--- src/hdl/fmc_pkg.sv ---
package fmc_pkg;

	typedef logic [3:0] file_type_t;

	localparam file_type_t TYPE_UNKNOWN = 4'd0;
	localparam file_type_t TYPE_ELF     = 4'd1;
	localparam file_type_t TYPE_PE      = 4'd2;
	localparam file_type_t TYPE_EICAR   = 4'd3;
	localparam file_type_t TYPE_LZH     = 4'd4;
	localparam file_type_t TYPE_LZW     = 4'd5;
	localparam file_type_t TYPE_PDF     = 4'd6;
	localparam file_type_t TYPE_OOXML   = 4'd7;
	localparam file_type_t TYPE_PKZIP   = 4'd8;
	localparam file_type_t TYPE_OLE     = 4'd9;
	localparam file_type_t TYPE_TAR     = 4'd10;
	localparam file_type_t TYPE_7ZIP    = 4'd11;
	localparam file_type_t TYPE_RAR     = 4'd12;

	localparam int NUM_SIGS  = 12;
	localparam int BIT_ELF   = 12;
	localparam int BIT_EICAR = 13;
	localparam int NUM_FLAGS = 14;

	localparam int SIG_PE    = 0;
	localparam int SIG_LZH   = 1;
	localparam int SIG_LZW   = 2;
	localparam int SIG_PDF   = 3;
	localparam int SIG_PK34  = 4;
	localparam int SIG_OOXML = 5;
	localparam int SIG_PK56  = 6;
	localparam int SIG_PK78  = 7;
	localparam int SIG_OLE   = 8;
	localparam int SIG_TAR   = 9;
	localparam int SIG_7ZIP  = 10;
	localparam int SIG_RAR   = 11;

	localparam int EICAR_LENGTH = 68;
	localparam logic [6:0] EICAR_LEN7  = 7'(EICAR_LENGTH);
	localparam logic [6:0] POS_MAX     = 7'd127;
	localparam logic [6:0] ELF_MIN_LEN = 7'd18;

	localparam logic [EICAR_LENGTH*8-1:0] EICAR_TEXT =
		"X5O!P%@AP[4\\PZX54(P^)7CC)7}$EICAR-STANDARD-ANTIVIRUS-TEST-FILE!$H+H*";

	localparam logic [3:0] SIG_LEN [NUM_SIGS] = '{
		4'd2, 4'd2, 4'd2, 4'd4, 4'd4, 4'd8, 4'd4, 4'd4, 4'd4, 4'd5, 4'd6, 4'd7
	};

	localparam logic [7:0] SIG_BYTES [NUM_SIGS][8] = '{
		'{8'h4D, 8'h5A, 8'h00, 8'h00, 8'h00, 8'h00, 8'h00, 8'h00},
		'{8'h1F, 8'hA0, 8'h00, 8'h00, 8'h00, 8'h00, 8'h00, 8'h00},
		'{8'h1F, 8'h9D, 8'h00, 8'h00, 8'h00, 8'h00, 8'h00, 8'h00},
		'{8'h25, 8'h50, 8'h44, 8'h46, 8'h00, 8'h00, 8'h00, 8'h00},
		'{8'h50, 8'h4B, 8'h03, 8'h04, 8'h00, 8'h00, 8'h00, 8'h00},
		'{8'h50, 8'h4B, 8'h03, 8'h04, 8'h14, 8'h00, 8'h06, 8'h00},
		'{8'h50, 8'h4B, 8'h05, 8'h06, 8'h00, 8'h00, 8'h00, 8'h00},
		'{8'h50, 8'h4B, 8'h07, 8'h08, 8'h00, 8'h00, 8'h00, 8'h00},
		'{8'hD0, 8'hCF, 8'h11, 8'hE0, 8'h00, 8'h00, 8'h00, 8'h00},
		'{8'h75, 8'h73, 8'h74, 8'h61, 8'h72, 8'h00, 8'h00, 8'h00},
		'{8'h37, 8'h7A, 8'hBC, 8'hAF, 8'h27, 8'h1C, 8'h00, 8'h00},
		'{8'h52, 8'h61, 8'h72, 8'h21, 8'h1A, 8'h07, 8'h00, 8'h00}
	};

endpackage

--- src/hdl/fmc_byte_if.sv ---
interface fmc_byte_if;
	logic       valid;
	logic       ready;
	logic [7:0] data_byte;
	logic       last_byte;

	modport source (output valid, output data_byte, output last_byte, input ready);
	modport sink (input valid, input data_byte, input last_byte, output ready);
endinterface

--- src/hdl/fmc_result_if.sv ---
interface fmc_result_if;
	logic       valid;
	logic       ready;
	logic [3:0] file_type;
	logic [6:0] window_length;

	modport source (output valid, output file_type, output window_length, input ready);
	modport sink (input valid, input file_type, input window_length, output ready);
endinterface

--- src/hdl/fmc_cfg_if.sv ---
interface fmc_cfg_if;
	logic valid;
	logic ready;
	logic data_file_detection;

	modport source (output valid, output data_file_detection, input ready);
	modport sink (input valid, input data_file_detection, output ready);
endinterface

--- src/hdl/file_magic_classifier.sv ---
// File magic-number classifier.
// The din channel carries a file window one byte per item, starting at offset
// zero, with last_byte set on the final byte. On that final byte the dout
// channel delivers one item with the detected file type and the window length,
// saturating at 127. Bytes without last_byte produce no output item.
// The cfg channel writes the data_file_detection bit, which enables the
// archive, PDF and office checks; it is always ready and should be written
// only while no window is in flight.
// Each accepted byte is held in an input register until taken, then compared
// against the position-indexed signature bytes and folded into the match flags.
// A result is written from the input register into the result register that drives dout.
// The block takes one byte per cycle while no final byte waits on a stalled receiver;
// the rate is set by the single compare stage between the input register and the result register.
// When the receiver stalls, the result register holds its item, and only a
// final byte waits in the input register; other bytes keep flowing.
// Reset clears the position counter, sets all match flags, clears the
// detection bit and empties both registers.
module file_magic_classifier
	import fmc_pkg::*;
(
	input  logic          clk,
	input  logic          arst_n,
	fmc_byte_if.sink      din,
	fmc_result_if.source  dout,
	fmc_cfg_if.sink       cfg
);

	logic [7:0]           byte_s1;
	logic                 last_s1;
	logic                 valid_s1;
	logic [6:0]           pos_q;
	logic [NUM_FLAGS-1:0] alive_q;
	logic                 det_q;
	file_type_t           type_q;
	logic [6:0]           len_q;
	logic                 out_valid_q;

	logic                 out_free;
	logic                 s1_take;
	logic [NUM_FLAGS-1:0] alive_nx;
	logic [NUM_SIGS-1:0]  hit;
	logic                 elf_ok;
	logic [6:0]           eidx;
	logic [7:0]           eicar_byte;
	logic [6:0]           seen;
	file_type_t           ftype;

	assign out_free = !out_valid_q || dout.ready;
	assign s1_take  = valid_s1 && (!last_s1 || out_free);
	assign din.ready = !valid_s1 || s1_take;
	assign cfg.ready = 1'b1;

	assign dout.valid         = out_valid_q;
	assign dout.file_type     = type_q;
	assign dout.window_length = len_q;

	assign seen = (pos_q == POS_MAX) ? POS_MAX : pos_q + 7'd1;
	assign eidx = (pos_q < EICAR_LEN7) ? pos_q : 7'd0;
	assign eicar_byte = EICAR_TEXT[8*(EICAR_LENGTH-1-int'(eidx)) +: 8];

	always_comb begin
		case (pos_q)
			7'd0:    elf_ok = (byte_s1 == 8'h7F);
			7'd1:    elf_ok = (byte_s1 == 8'h45);
			7'd2:    elf_ok = (byte_s1 == 8'h4C);
			7'd3:    elf_ok = (byte_s1 == 8'h46);
			7'd4:    elf_ok = (byte_s1 == 8'h01) || (byte_s1 == 8'h02);
			7'd16:   elf_ok = (byte_s1 == 8'h02) || (byte_s1 == 8'h03);
			7'd17:   elf_ok = (byte_s1 == 8'h00);
			default: elf_ok = 1'b1;
		endcase
	end

	always_comb begin
		alive_nx = alive_q;
		for (int i = 0; i < NUM_SIGS; i++) begin
			if ((pos_q < {3'b000, SIG_LEN[i]}) && (byte_s1 != SIG_BYTES[i][pos_q[2:0]])) begin
				alive_nx[i] = 1'b0;
			end
		end
		if (!elf_ok) begin
			alive_nx[BIT_ELF] = 1'b0;
		end
		if ((pos_q < EICAR_LEN7) && (byte_s1 != eicar_byte)) begin
			alive_nx[BIT_EICAR] = 1'b0;
		end
	end

	always_comb begin
		for (int i = 0; i < NUM_SIGS; i++) begin
			hit[i] = alive_nx[i] && (seen >= {3'b000, SIG_LEN[i]});
		end
	end

	always_comb begin
		ftype = TYPE_UNKNOWN;
		if (alive_nx[BIT_ELF] && (seen >= ELF_MIN_LEN)) begin
			ftype = TYPE_ELF;
		end else if (hit[SIG_PE]) begin
			ftype = TYPE_PE;
		end else if (alive_nx[BIT_EICAR] && (seen >= EICAR_LEN7)) begin
			ftype = TYPE_EICAR;
		end else if (det_q) begin
			if (hit[SIG_LZH]) begin
				ftype = TYPE_LZH;
			end else if (hit[SIG_LZW]) begin
				ftype = TYPE_LZW;
			end else if (hit[SIG_PDF]) begin
				ftype = TYPE_PDF;
			end else if (hit[SIG_PK34]) begin
				ftype = hit[SIG_OOXML] ? TYPE_OOXML : TYPE_PKZIP;
			end else if (hit[SIG_PK56] || hit[SIG_PK78]) begin
				ftype = TYPE_PKZIP;
			end else if (hit[SIG_OLE]) begin
				ftype = TYPE_OLE;
			end else if (hit[SIG_TAR]) begin
				ftype = TYPE_TAR;
			end else if (hit[SIG_7ZIP]) begin
				ftype = TYPE_7ZIP;
			end else if (hit[SIG_RAR]) begin
				ftype = TYPE_RAR;
			end
		end
	end

	always_ff @(posedge clk or negedge arst_n) begin
		if (!arst_n) begin
			valid_s1 <= 1'b0;
		end else if (din.ready) begin
			valid_s1 <= din.valid;
		end
	end

	always_ff @(posedge clk) begin
		if (din.ready && din.valid) begin
			byte_s1 <= din.data_byte;
			last_s1 <= din.last_byte;
		end
	end

	always_ff @(posedge clk or negedge arst_n) begin
		if (!arst_n) begin
			pos_q   <= '0;
			alive_q <= '1;
		end else if (s1_take) begin
			if (last_s1) begin
				pos_q   <= '0;
				alive_q <= '1;
			end else begin
				pos_q   <= seen;
				alive_q <= alive_nx;
			end
		end
	end

	always_ff @(posedge clk or negedge arst_n) begin
		if (!arst_n) begin
			det_q <= 1'b0;
		end else if (cfg.valid) begin
			det_q <= cfg.data_file_detection;
		end
	end

	always_ff @(posedge clk or negedge arst_n) begin
		if (!arst_n) begin
			out_valid_q <= 1'b0;
		end else if (s1_take && last_s1) begin
			out_valid_q <= 1'b1;
		end else if (dout.ready) begin
			out_valid_q <= 1'b0;
		end
	end

	always_ff @(posedge clk) begin
		if (s1_take && last_s1) begin
			type_q <= ftype;
			len_q  <= seen;
		end
	end

endmodule

--- src/flat_wrapper.sv ---
// flat-port wrapper written by rule: the top's interface ports become plain ports
module file_magic_classifier_flat import fmc_pkg::*;
  (clk, arst_n, din_valid, din_data_byte, din_last_byte, din_ready, dout_valid, dout_file_type, dout_window_length, dout_ready, cfg_valid, cfg_data_file_detection, cfg_ready);
  fmc_byte_if din_i ();
  fmc_result_if dout_i ();
  fmc_cfg_if cfg_i ();
  input  logic clk;
  input  logic arst_n;
  input wire logic [$bits(din_i.valid)-1:0] din_valid;
  input wire logic [$bits(din_i.data_byte)-1:0] din_data_byte;
  input wire logic [$bits(din_i.last_byte)-1:0] din_last_byte;
  output wire logic [$bits(din_i.ready)-1:0] din_ready;
  output wire logic [$bits(dout_i.valid)-1:0] dout_valid;
  output wire logic [$bits(dout_i.file_type)-1:0] dout_file_type;
  output wire logic [$bits(dout_i.window_length)-1:0] dout_window_length;
  input wire logic [$bits(dout_i.ready)-1:0] dout_ready;
  input wire logic [$bits(cfg_i.valid)-1:0] cfg_valid;
  input wire logic [$bits(cfg_i.data_file_detection)-1:0] cfg_data_file_detection;
  output wire logic [$bits(cfg_i.ready)-1:0] cfg_ready;
  assign din_i.valid = din_valid;
  assign din_i.data_byte = din_data_byte;
  assign din_i.last_byte = din_last_byte;
  assign din_ready = din_i.ready;
  assign dout_valid = dout_i.valid;
  assign dout_file_type = dout_i.file_type;
  assign dout_window_length = dout_i.window_length;
  assign dout_i.ready = dout_ready;
  assign cfg_i.valid = cfg_valid;
  assign cfg_i.data_file_detection = cfg_data_file_detection;
  assign cfg_ready = cfg_i.ready;
  file_magic_classifier u_core (.clk(clk), .arst_n(arst_n), .din(din_i), .dout(dout_i), .cfg(cfg_i));
endmodule
--- config.mk ---
export PLATFORM = sky130hd
export DESIGN_NAME = file_magic_classifier_flat
export DESIGN_NICKNAME = d
export VERILOG_FILES = /design/src/hdl/fmc_pkg.sv /design/src/hdl/fmc_byte_if.sv /design/src/hdl/fmc_result_if.sv /design/src/hdl/fmc_cfg_if.sv /design/src/hdl/file_magic_classifier.sv /design/src/flat_wrapper.sv
export SDC_FILE = /design/constraint.sdc
export NUM_CORES = 1
export LEC_CHECK = 0
export ABC_AREA = 1
export BUFFER_PORTS_ARGS = -buffer_cell sky130_fd_sc_hd__buf_2
export CAP_MARGIN = 25
export CELL_PAD_IN_SITES_DETAIL_PLACEMENT = 1
export CELL_PAD_IN_SITES_GLOBAL_PLACEMENT = 2
export CORE_MARGIN = 5
export CORE_UTILIZATION = 35
export CTS_BUF_LIST = sky130_fd_sc_hd__clkbuf_4
export DETAILED_ROUTE_END_ITERATION = 7
export HOLD_SLACK_MARGIN = 0.02
export PLACE_DENSITY = 0.84
export SKIP_LAST_GASP = 1
export SYNTH_ARGS = -nofsm -noshare
export SYNTH_HDL_FRONTEND = slang
export SYNTH_SLANG_ARGS = --single-unit
--- constraint.sdc ---
create_clock -name clk -period 3.92 [get_ports clk]
set_input_delay 0 -clock clk [delete_from_list [all_inputs] [get_ports clk]]
set_output_delay 0 -clock clk [all_outputs]
set_load 0.01 [all_outputs]
# Word-level counts from Yosys, hierarchy flattened
# Memories as Yosys holds them, arrays and structs flattened.
# Index checks and enable logic that the tools add are counted.
dict set report word_totals {
  ff_bits 44
  word_cells 173
  mem_count 12
  inputBits 15
  mem_bits_ro 768
}
dict set report classes {
  bitwise 2
  add_sub_neg 2
  n_reduce_logical 44
  n_lt_le_gt_ge 16
  shifts 1
  eq_ne 27
  n_mux 58
}
# name depth word_bits read_ports rd_clocked_by_memory_dff write_ports line_no
set mem_list {}
lappend mem_list {{(name not given)} 8 8 1 0 0 file_magic_classifier.sv:77} ;# if ((pos_q < {3'b000, SIG_LEN[i]}) && (byte_s1 != SIG_BYTES[i][pos_q[2:0]])) begin
lappend mem_list {{(name not given)} 8 8 1 0 0 file_magic_classifier.sv:77}
lappend mem_list {{(name not given)} 8 8 1 0 0 file_magic_classifier.sv:77}
lappend mem_list {{(name not given)} 8 8 1 0 0 file_magic_classifier.sv:77}
lappend mem_list {{(name not given)} 8 8 1 0 0 file_magic_classifier.sv:77}
lappend mem_list {{(name not given)} 8 8 1 0 0 file_magic_classifier.sv:77}
lappend mem_list {{6 more memories} -- -- -- -- -- --}
# op n
set op_table {}
lappend op_table {{544-bit by 32-bit variable part select with 8-bit output (first input constant)} 1}
lappend op_table {{8-bit two-way mux} 24}
lappend op_table {{8-bit inequality test} 13}
lappend op_table {{8-bit by 7-bit equality test with 1-bit output (second input constant)} 4}
lappend op_table {{1-bit logical AND} 30}
lappend op_table {{7-bit by 3-bit >= comparator with 1-bit output (second input constant)} 4}
lappend op_table {{7-bit by 3-bit less-than comparator with 1-bit output (second input constant)} 4}
lappend op_table {{4-bit two-way mux} 7}
lappend op_table {{7-bit two-way mux} 3}
lappend op_table {{8-bit by 2-bit equality test with 1-bit output (second input constant)} 2}
lappend op_table {{1-bit two-way mux} 16}
lappend op_table {{7-bit by 2-bit equality test with 1-bit output (second input constant)} 2}
lappend op_table {{7-bit by 5-bit equality test with 1-bit output (second input constant)} 2}
lappend op_table {{14-bit two-way mux} 1}
lappend op_table {{3-bit two-way mux} 3}
lappend op_table {{8-bit by 1-bit equality test with 1-bit output (second input constant)} 1}
lappend op_table {{8-bit logical NOT} 1}
lappend op_table {{7-bit by 7-bit subtractor with 8-bit output (first input constant)} 1}
lappend op_table {{7-bit by 1-bit adder with 7-bit output (second input constant)} 1}
lappend op_table {{7-bit by 1-bit equality test with 1-bit output (second input constant)} 1}
lappend op_table {{7-bit by 3-bit equality test with 1-bit output (second input constant)} 1}
lappend op_table {{7-bit equality test (second input constant)} 1}
lappend op_table {{7-bit by 2-bit >= comparator with 1-bit output (second input constant)} 1}
lappend op_table {{7-bit by 4-bit >= comparator with 1-bit output (second input constant)} 1}
lappend op_table {{other kinds (16)} 25}

# Depth between registers and ports, before layout
# Gate-level depths: netlist of the first run.
dict set report logic_depth {
  depth_word 20
  depth_mapped 27
  depth_no_buf 26
}

# Worst setup path before layout of the first run
# Ideal clock, no wire load.
dict set report synth_path {
  kind {reg2reg}
  from {reg u_core.pos_q[3]}
  to {reg u_core.type_q[2], in the netlist u_core.dout.file_type[2], data pin}
  setup_time_ps 252
  path_slack_ps 1110
  period_less_slack_ps 2810
  arrival_ps 2558
  stages_incl_launch_ff 24
  t_required_ps 3668
  cell_sequence {dfrtp_1 > buf_6 > nor2_4 > nand2_4 > nand2_8 > nand2_2 > ha_1 > clkbuf_1 > buf_2 > nand3_1 > nand2_1 > nand2_1 > nand2_1 > nand3_1 > nand3_1 > nand2_1 > inv_1 > nand2_1 > nor2_1 > nand3_1 > nand2_1 > nand3_2 > nand2_1 > nor2_1}
}
dict set report synth_between {
  elab_chain_len 13
}
# element line_no
set synth_rtl {}
lappend synth_rtl {{from (decl)} file_magic_classifier.sv:31} ;# logic [6:0] pos_q;
lappend synth_rtl {{from (signal assigned)} file_magic_classifier.sv:150} ;# pos_q <= seen;
lappend synth_rtl {{parallel branches: the longest is 13 deep, another holds 7-bit by 7-bit subtractor with 8-bit output} --}
lappend synth_rtl {{to (signal assigned)} file_magic_classifier.sv:176} ;# type_q <= ftype;
lappend synth_rtl {{to (decl)} file_magic_classifier.sv:34} ;# file_type_t type_q;
# Several ways; the timed one is not identified.
# A chain may end at the register's enable or synchronous reset.

# Worst setup path in the final report of the first run
dict set report layout_path {
  from {reg u_core.pos_q[4]}
  to {reg u_core.type_q[2], in the netlist u_core.dout.file_type[2], data pin}
}
# Same word-level chain as after synthesis.

==> metrics.txt, run 1 <==
clk_skew=13.0 ps; Netlist cell types=49; Worst Path Max Fanout=26; critical setup path kind=reg -> reg; final wirelength=16500 um; Place WS=313 ps; register area=1220 sq um; Syn Nets=711; Yosys Warn Count=0; Placed Cells=863; number of max-cap violations=0; Reg clk slew, reported paths=150 ps; pin count of the biggest net entering global routing=27; Post-DRT Antenna Nets=0; drt first pass iters=5; Total GRT Usage=22.6%; CP Launch Type=flip-flop; Sw Share=around 49%; reg-to-reg endpoint=u_core.dout.file_type[2]$_SDFFCE_PP0P_; Seq/Total Area, Yosys=27.4%; Setup Viol. Count Final=0; leakage=2.39 nW; number of core rows=41; net switching power=0.00109 W; die area=15100 sq um; Post-Syn Area=between 4000 and 5000 sq um; Placer Congestion=0.904; IO Count=29; Max Clk Rate=~280 MHz; actual slew at the worst max-slew pin=between 700 and 800 ps; TritonCTS clock tree=yes; DR DRC count=0; Avg Cell Area, Syn=6.47 sq um; post-route insts no fill=887; via count=4717; CTS Buf Count=5; Comb pwr share=57.5%; final core occ=about two fifths; share of layout cells above drive strength 1=~15%; status=finished clean; footprint of the multi-input gates=2780 sq um; 1st-iter DRT viols=around 360; Clock Power Share=13.9%; initial antenna violation count=0; wire per inst=18.6 um; critical path endpoint category=flip-flop; Arr. time, crit path=3720 ps; number of fillers in the final layout=1713; via/cell ratio=roughly 5.3; # diodes=0; CP required=4090 ps; Hold WC Path Type=in -> async; Area contributors post-synth=nand2_1 (19%), edfxtp_1 (14%), nand3_1 (9.2%); TNS Setup=0 ps; setup slack after layout=364 ps; crit path from=u_core.pos_q[4]$_DFFE_PN0P_; R2R Path Start=u_core.pos_q[4]$_DFFE_PN0P_; share of the synthesized area in the top cell type=19.0%; core area=approximately 13000 sq um; crit path time final=3560 ps; Congestion Overflow GR=0; first-pass GRT wire length=between 20000 and 30000 um; crit share post-route=90.7%; Peak supply drop=about 0.28 mV; final hold violation count=0; FF+latch count, synth=44; flop-to-flop setup slack=between 300 and 400 ps; Slew Viols, Final=0; Clock Tree Buf Depth=2; Port Buf Inserts=27; Flop pwr share=28.6%; Worst-Skew Late Latency=390 ps; Internal=between 0.001 and 0.0015 W; capture point of the critical path=u_core.dout.file_type[2]$_SDFFCE_PP0P_; Synth Instances=687; DPL Wire Length=12300 um; die width=~120 um; Area Growth Syn to Fin=9.83%; r2r worst-path depth=23; vias in the first global route=4818; RSZ-0062 raised after global routing=false; initial core utilization=35.5%; slew margin rel.=approximately 52%; Root Driver=clkbuf_4; Pwr per Cell Area=453 nW/um^2; Synth area leader=nand2_1; die height=123 um; postcts setup bufs=0; Layout Nets=738; H-tree depth=2; total clock sinks=44
-- worst min-delay path by stage --
stage,start,endpoint,slack (ps),depth (start not counted)
finish,arst_n,u_core.pos_q[0]$_DFFE_PN0P_,110,2
global route,arst_n,u_core.pos_q[0]$_DFFE_PN0P_,150,2
CTS,arst_n,u_core.pos_q[5]$_DFFE_PN0P_,120,2
detailed placement,arst_n,u_core.pos_q[5]$_DFFE_PN0P_,30,1
global placement,arst_n,u_core.pos_q[0]$_DFFE_PN0P_,9,1
floorplan,arst_n,u_core.det_q$_DFFE_PN0P_,-300,0
-- power by group through the flow --
stage,Clock [W],Combinational (W),Sequential [W]
2_1_floorplan,0,0.000908,0.000625
3_3_place_gp,0,0.00122,0.000636
3_5_place_dp,0,0.00124,0.000640
4_1_cts,0.000315,0.00126,0.000630
5_1_grt,0.000343,0.00142,0.000641
6_report,0.000308,0.00127,0.000632
-- registers in the layout (all words and copies together) (netlist names) --
name	count
u_core.det_q	1
u_core.dout.window_length	7
u_core.pos_q	7
u_core.byte_s1	8
u_core.dout.valid	1
u_core.dout.file_type	4
u_core.valid_s1	1
u_core.alive_q	14
u_core.last_s1	1
-- Yosys cell counts (all sizes together) --
library cell  number
nand2            238
nand3             85
nor2              74
inv               63
o21ai             42
xor2              26
a21oi             23
buf               23
edfxtp            20
dfstp             14
nand4             13
dfrtp             10
ha                 9
nor3               7
clkbuf             6
o22ai              6
o211ai             4
o41ai              4
a211oi             2
a21boi             2
and2               2
nor4               2
a211o              1
and3               1
clkinv             1
conb               1
mux2               1
nand3b             1
nor3b              1
o2111ai            1
o31ai              1
o32ai              1
or2                1
xnor2              1
-- stage by stage --
| step | instance area [sq um] | power, W | hold slack (ps) |
|---|---|---|---|
| final | 4880 | 0.00221 | 114 |
| after global routing | 4880 | 0.00240 | 148 |
| after CTS | 4880 | 0.00221 | 124 |
| after detailed placement | 4640 | 0.00188 | 31.6 |
| after global placement | 4640 | 0.00186 | 9.10 |
| after floorplan | 4440 | 0.00153 | -296 |
-- critical path, cell delays in order, from the launching register on --
cell	delay, ps
dfrtp_1	520
nor2_4	190
nand2_4	100
nand2_8	160
nand2_2	160
ha_1	270
inv_1	130
nand2_1	70
nand2_1	370
nand2_1	160
nor2_1	130
nor2_1	70
nand2_1	50
nand2_1	40
nand2_1	70
nand2_1	80
nand3_1	90
nand3_1	80
nor2_1	110
nand3_1	100
nand2_1	140
nand3_2	110
nand2_1	100
nor2_1	50
-- logic make-up (layout without fill, tap and decap cells) --
family / after synthesis / count (layout) / share of synthesized area, %
and+or+nand+nor: 425 / 425 / 42.8
buffers and inverters: 93 / 121 / 10.1
AOI/OAI and AO/OA: 87 / 87 / 11.2
DFF: 44 / 44 / 27.4
muxes: 1 / 1 / 0.253
xor gates and xnor gates: 27 / 27 / 5.49
other: 1 / 1 / 0.0844
adders and majority gates: 9 / 9 / 2.53
-- routing by layer --
metal | GRT usage, % | routed length [um]
met5 | 0 | 0
met3 | 2.86 | 717
met1 | 32.0 | 7880
met2 | 36.8 | 7650
met4 | 5.11 | 272
-- final cells by class --
class,instances,area share [%]
Multi-Input combinational cell,550,56.9
Sequential cell,44,25.0
Timing Repair Buffer,49,6.97
Inverter,64,5.08
Tap cell,172,4.41
Clock buffer,6,0.923
Clock inverter,2,0.718
-- cells in the final DEF, fill, tap and decap left out, types with 16 or more instances in the layout --
cell,synthesis,routed
edfxtp_1,20,20
nand3_1,82,82
dlygate4sd3_1,0,16
inv_1,48,48
xor2_1,25,25
o21ai_0,35,35
buf_2,9,27
nand2_1,225,225
nor2_1,63,62
a21oi_1,23,23
-- repair_timing --
| action | in CTS | in global routing |
|---|---|---|
| hold buffers | 16 | 0 |
| gates resized for setup | 0 | 2 |
| setup endpoints to repair | 0 | 4 |
| hold endpoints to repair | 36 | 0 |
Power figures use the tool's default switching activity.
==> run 2, diff against run 1 <==
CORE_UTILIZATION = 32   (was 35)
PLACE_DENSITY = 0.81   (was 0.84)
RECOVER_POWER = 100   (was unset)
clock period = 2.9 ns   (was 3.92 ns; I/O delays follow)
==> metrics.txt, run 2 (synthesis results as in run 1) <==
initial antenna violation count=0 (unchanged); leakage=2.69 nW (+12%); flop-to-flop setup slack=40 ps (-330 ps); die height=128 um (+4.2%); Hold WS=337 ps (+223 ps); Worst-Skew Late Latency=370 ps (-20 ps); CP required=3040 ps (-1050 ps); Placer Congestion=0.920 (+1.8%); vias in the first global route=5232 (+8.6%); number of fillers in the final layout=1848 (+7.9%); CTS Buf Count=5 (unchanged); r2r worst-path depth=22 (-4.3%); IO Count=29 (unchanged); Max Clk Rate=349 MHz (+24%); Critical path buffers and inverters=2 (+1); max reg flops=14 (unchanged); first-pass GRT wire length=27900 um (+5.7%); 1st-iter DRT viols=402 (+11%); hold path depth=2; DR DRC count=0 (unchanged); CP peak stage delay=430 ps (-90 ps); number of max-cap violations=0 (unchanged); Hold Crit Start=din_last_byte; final wirelength=17600 um (+6.6%); initial core utilization=32.3% (-3.2 points); most common cell after layout, fill and taps aside=nand2_1; Area Growth Syn to Fin=24.7%; H-tree depth=2 (unchanged); CP Launch Type=flip-flop; via count=5029 (+6.6%); CP dominant cell by count=nand2_1; Setup Viol. Count Final=0 (unchanged); biggest regs=u_core.alive_q: 14 flops, u_core.byte_s1: 8 flops; Crit path max-delay family=simple AND/OR/NAND/NOR gates; Arr. time, crit path=3000 ps (-720 ps); via/cell ratio=5.28 (-0.77%); Design Power=0.00342 W (+55%); crit share post-route=98.7% (+8.0 points); drt first pass iters=4 (-1); die area=16300 sq um (+8.6%); Slew Viols, Final=0 (unchanged); Layout Nets=796 (+7.9%); worst hold path endpoint=u_core.last_s1$_DFFE_PP_; Worst Path Max Fanout=4 (-85%); # diodes=0 (unchanged); Clock Tree Buf Depth=2 (unchanged); Post-DRT Antenna Nets=0 (unchanged); CP cell instances=nor2_4 > nand2_4 > nand2_8 > nand2_4 > ha_4 > buf_4 > buf_4 > nand4_1 > nand2_1 > nand2_1 > nor2_1 > nor2_1 > nand2_1 > nand3_1 > nand2_1 > nand2_1 > nor2_2 > nand3_4 > nand2_4 > nand3_4 > nand2_2 > nor2_1; RSZ-0062 raised after global routing=true; Pwr per Cell Area=618 nW/um^2 (+36%); wire per inst=18.5 um (-0.81%); slew margin rel.=7.18% (-45 points); Total GRT Usage=21.3% (-1.3 points); reg-to-reg endpoint=u_core.dout.file_type[2]$_SDFFCE_PP0P_; share of layout cells above drive strength 1=24.1% (+9.2 points); final hold violation count=0 (unchanged); critical path endpoint category=flip-flop; Placed Cells=916 (+6.1%); clk_skew=18.2 ps (+5.23 ps); crit path time final=2860 ps (-693 ps); core area=13800 sq um (+10%); post-route insts no fill=953 (+7.4%); Place WS=-213 ps (-526 ps); R2R Path Start=u_core.pos_q[3]$_DFFE_PN0P_; Peak supply drop=0.356 mV (+28%); die width=128 um (+4.2%); Slowest cell on crit path=dfrtp_1; number of core rows=43 (+4.9%); total clock sinks=44 (unchanged); most frequent cells in the layout=nand2_1 (216), nand3_1 (75), buf_4 (60); Root Driver=clkbuf_4; setup slack after layout=36.7 ps (-327 ps); TritonCTS clock tree=yes; status=finished clean; Hold WC Path Type=in -> reg; DPL Wire Length=13300 um (+8.3%); actual slew at the worst max-slew pin=1390 ps (+673 ps); largest register by flop count=u_core.alive_q; Port Buf Inserts=27 (unchanged); Congestion Overflow GR=0 (unchanged); pin count of the biggest net entering global routing=26 (-3.7%); Reg clk slew, reported paths=140 ps (about the same); critical setup path kind=reg -> reg
==> run 2: cell count changes in the layout (fill, tap and decap cells not counted), sizes merged <==
cell	change
buf	+44
clkinv	-1
clkbuf	+14
bufinv	+1
==> run 2: repair_timing <==
item                                    in CTS  in global routing
pin swaps                                    4                 30
gates resized for setup                     14                 45
gates cloned                                 0                  1
setup buffers                                0                 12
endpoints found under the hold margin       36                  0
endpoints found under the setup margin       4                  5
hold buffers                                16                  0
==> run 2: per-stage QoR <==
stage / TNS (ps) / util, % / area (sq um)
floorplan: 0 / - / 4440
global placement: -349 / 36.3 / 5000
detailed placement: -634 / 36.3 / 5000
CTS: -11.3 / 38.6 / 5320
global route: -477 / 40.2 / 5540
finish: 0 / 40.2 / 5540
==> run 2: layer usage <==
layer	global-route usage (%)	part of all wire (%)	up-vias
met5	0	0	-
met4	5.81	2.3	0
met3	2.54	3.4	34
met2	36.2	49	114
met1	28.7	45	2463
li1	-	-	2418
==> run 2: worst max-delay path by stage <==
stage / depth (start not counted) / end / slack, ps / from
6_report: 22 / u_core.dout.file_type[2]$_SDFFCE_PP0P_ / 40 / u_core.pos_q[3]$_DFFE_PN0P_
5_1_grt: 24 / u_core.dout.file_type[2]$_SDFFCE_PP0P_ / -140 / u_core.pos_q[5]$_DFFE_PN0P_
4_1_cts: 14 / u_core.dout.file_type[2]$_SDFFCE_PP0P_ / -10 / u_core.pos_q[1]$_DFFE_PN0P_
3_5_place_dp: 20 / u_core.dout.file_type[2]$_SDFFCE_PP0P_ / -210 / u_core.pos_q[5]$_DFFE_PN0P_
3_3_place_gp: 13 / u_core.dout.file_type[1]$_SDFFCE_PP0P_ / -130 / u_core.pos_q[0]$_DFFE_PN0P_
2_1_floorplan: 23 / u_core.dout.file_type[2]$_SDFFCE_PP0P_ / 90 / u_core.pos_q[3]$_DFFE_PN0P_
==> run 2: cell type report <==
type / instances / area, sq um / share of cell area, %
clock inverters: 2 / 60.1 / 1.08
flip-flops and latches: 44 / 1220 / 22.0
clock buffers: 6 / 45.0 / 0.813
well taps: 180 / 225 / 4.06
multi-input cells: 550 / 2960 / 53.5
inverters: 64 / 250 / 4.52
repair buffers: 107 / 776 / 14.0
==> run 2: where the power goes <==
part / switching [W] / internal [W]
clock: 0.000205 / 0.000278
combinational: 0.00132 / 0.000773
sequential: 0.0000630 / 0.000783
==> run 2: worst reg2reg max path, cell delays in order, from the launching register on <==
cell	delay, ps
dfrtp_1	430
nor2_4	150
nand2_4	90
nand2_8	70
nand2_4	60
ha_4	290
buf_4	110
buf_4	120
nand4_1	90
nand2_1	90
nand2_1	50
nor2_1	130
nor2_1	60
nand2_1	110
nand3_1	80
nand2_1	80
nand2_1	70
nor2_2	160
nand3_4	100
nand2_4	90
nand3_4	80
nand2_2	80
nor2_1	40
==> run 3, diff against run 2 <==
ABC_AREA = unset   (was 1)
CORE_UTILIZATION = 34   (was 32)
PLACE_DENSITY = 0.8   (was 0.81)
==> metrics.txt, run 3 <==
status=complete, but fails checks; violated checks=max-capacitance violations, max-slew violations, negative setup slack; TritonCTS clock tree=yes; Max Clk Rate=283 MHz (-19%); Commonest cells post-synth=nand2_1 (59), nor2_1 (45), o21ai_0 (42), clkbuf_1 (32), a21oi_1 (31); RSZ-0062 raised after global routing=true; first-pass GRT wire length=36800 um (+32%); count leader, synth=nand2_1; adder-cell share of the synthesized area=2.27% (-0.27 points); number of synthesized flops with an enable pin=20 (unchanged); post-route insts no fill=1020 (+7.0%); share of layout cells above drive strength 1=34.3% (+10 points); max reg flops=14 (unchanged); Simple-Gate Fraction of Synth Area=27.4% (-15 points); IO Count=29 (unchanged); Reg clk slew, reported paths=150 ps (about the same); Area Growth Syn to Fin=43.8%; final wirelength=23200 um (+32%); die height=131 um (+2.3%); total clock sinks=44 (unchanged); Post-DRT Antenna Nets=0 (unchanged); DPL Wire Length=17900 um (+34%); die width=131 um (+2.3%); share of the synthesized area in the top cell type=12.1% (-6.9 points); biggest regs=u_core.alive_q: 14 flops, u_core.byte_s1: 8 flops; hold path depth=2 (unchanged); clk_skew=18.2 ps (+0.00220 ps); final hold violation count=0 (unchanged); # diodes=0 (unchanged); DR DRC count=0 (unchanged); largest family of logic cells by synthesized area=compound AO/OA/AOI/OAI gates; slew margin rel.=-1.36% (-8.5 points); crit share post-route=122% (+23 points); Peak supply drop=0.286 mV (-20%); Syn Nets=673 (-5.3%); Worst Path Max Fanout=10 (+6); actual slew at the worst max-slew pin=1520 ps (+128 ps); Layout Nets=859 (+7.9%); leakage=3.04 nW (+13%); setup slack after layout=-627 ps (-664 ps); crit path time final=3530 ps (+664 ps); Setup Viol. Count Final=5 (+5); Placer Congestion=0.956 (+3.9%); CTS Buf Count=5 (unchanged); Root Driver=clkbuf_4; Port Buf Inserts=27 (unchanged); pin count of the biggest net entering global routing=36 (+38%); mux cell area share after synthesis=2.70% (+2.4 points); Synth Instances=649 (-5.5%); initial antenna violation count=0 (unchanged); Seq/Total Area, Yosys=24.5% (-2.9 points); Hold WS=313 ps (-23.6 ps); most common cell after layout, fill and taps aside=buf_4; Compound-Gate Fraction of Synth Area=31.4% (+20 points); vias in the first global route=6661 (+27%); H-tree depth=2 (unchanged); Area contributors post-synth=edfxtp_1 (12%), dfstp_2 (7.4%), dfrtp_1 (5.0%); die area=17100 sq um (+4.7%); via count=6172 (+23%); Total GRT Usage=27.6% (+6.2 points); Post-Syn Area=4960 sq um (+12%); Avg Cell Area, Syn=7.65 sq um (+18%); Yosys Warn Count=0 (unchanged); 1st-iter DRT viols=541 (+35%); number of core rows=44 (+2.3%); XOR/XNOR Fraction of Synth Area=4.76% (-0.73 points); number of max-cap violations=1 (+1); final core occ=49.5% (+9.3 points); core area=14400 sq um (+4.7%); critical path endpoint category=flip-flop; critical setup path kind=reg -> reg; initial core utilization=34.4% (+2.2 points); TNS Setup=-2490 ps (-2490 ps); Pwr per Cell Area=479 nW/um^2 (-22%); Async SR Flop Fraction=54.5% (unchanged); CP Launch Type=flip-flop; Synth area leader=edfxtp_1; Placed Cells=992 (+8.3%); most frequent cells in the layout=buf_4 (175), nand2_1 (58), nor2_1 (44); Hold WC Path Type=in -> reg; drt first pass iters=5 (+1); ys flop type=edfxtp_1; wire per inst=22.7 um (+23%); Netlist cell types=82 (+67%); FF+latch count, synth=44 (unchanged); via/cell ratio=6.05 (+15%); Clock Tree Buf Depth=2 (unchanged); largest register by flop count=u_core.alive_q; flop-to-flop setup slack=-630 ps (-660 ps); Congestion Overflow GR=0 (unchanged); Arr. time, crit path=3780 ps (+780 ps); r2r worst-path depth=12 (-45%); Slew Viols, Final=25 (+25); Worst-Skew Late Latency=390 ps (+20 ps); CP required=3150 ps (+110 ps)
-- run 3: what timing repair did --
action,in CTS,in global routing
setup buffers,3,2
pin swaps,14,11
resized for setup,33,22
hold buffers,15,0
hold endpoints to repair,36,0
setup endpoints to repair,6,7
-- run 3: final cells by class --
cell class / count / area, sq um
clock buffer: 5 / 37.5
fill: 1764 / 7290
multi-input combinational: 524 / 3690
inverter: 18 / 73.8
tap: 184 / 230
sequential: 44 / 1220
clock inverter: 3 / 17.5
timing repair buffer: 242 / 1870
-- run 3: power breakdown --
group	leakage (nW)	internal (W)	switching [W]
combinational	2.54	0.00104	0.00123
sequential	0.468	0.000763	0.0000668
clock	0.0330	0.0000937	0.000223
-- run 3: layer usage --
layer  routed length [um]  GRT usage (%)
met3                  888           2.64
met1                 9910           34.8
met5                    0              0
met2                11300           48.4
met4                 1060           10.9
-- run 3: final timing paths --
check | start | endpoint
max in group asynchronous | arst_n | u_core.pos_q[2]$_DFFE_PN0P_
setup / recovery | u_core.pos_q[3]$_DFFE_PN0P_ | u_core.dout.file_type[0]$_SDFFCE_PP1P_
hold / removal | din_data_byte[6] | u_core.byte_s1[6]$_DFFE_PP_
setup reg to reg | u_core.pos_q[3]$_DFFE_PN0P_ | u_core.dout.file_type[0]$_SDFFCE_PP1P_
min in group asynchronous | arst_n | u_core.pos_q[4]$_DFFE_PN0P_
hold reg to reg | u_core.alive_q[7]$_DFFE_PN1P_ | u_core.alive_q[7]$_DFFE_PN1P_
-- run 3: stage by stage --
stage | area (sq um) | worst slack (ps) | power, W
6_report | 7140 | -627 | 0.00342
5_1_grt | 7140 | -720 | 0.00363
4_1_cts | 7070 | -609 | 0.00335
3_5_place_dp | 6690 | -736 | 0.00294
3_3_place_gp | 6690 | -665 | 0.00286
2_1_floorplan | 5070 | -671 | 0.00193
-- run 3: worst max-delay path, stage by stage (launching register included) --
cell	delay [ps]
dfrtp_1	490
buf_4	200
o41ai_2	300
buf_4	200
buf_4	210
mux2i_1	320
o211ai_1	110
a21oi_1	250
nor4_1	110
nor4b_2	340
nand4_1	280
or4_1	470
nand3_1	90
-- run 3: cell families (layout without fill, tap and decap cells) --
logic type,after synthesis,after routing
simple gates,256,256
compound gates,218,218
buf+inv,81,268
flops,44,44
xor+xnor,27,27
mux,13,13
fa+ha+maj,9,9
other cells,1,1
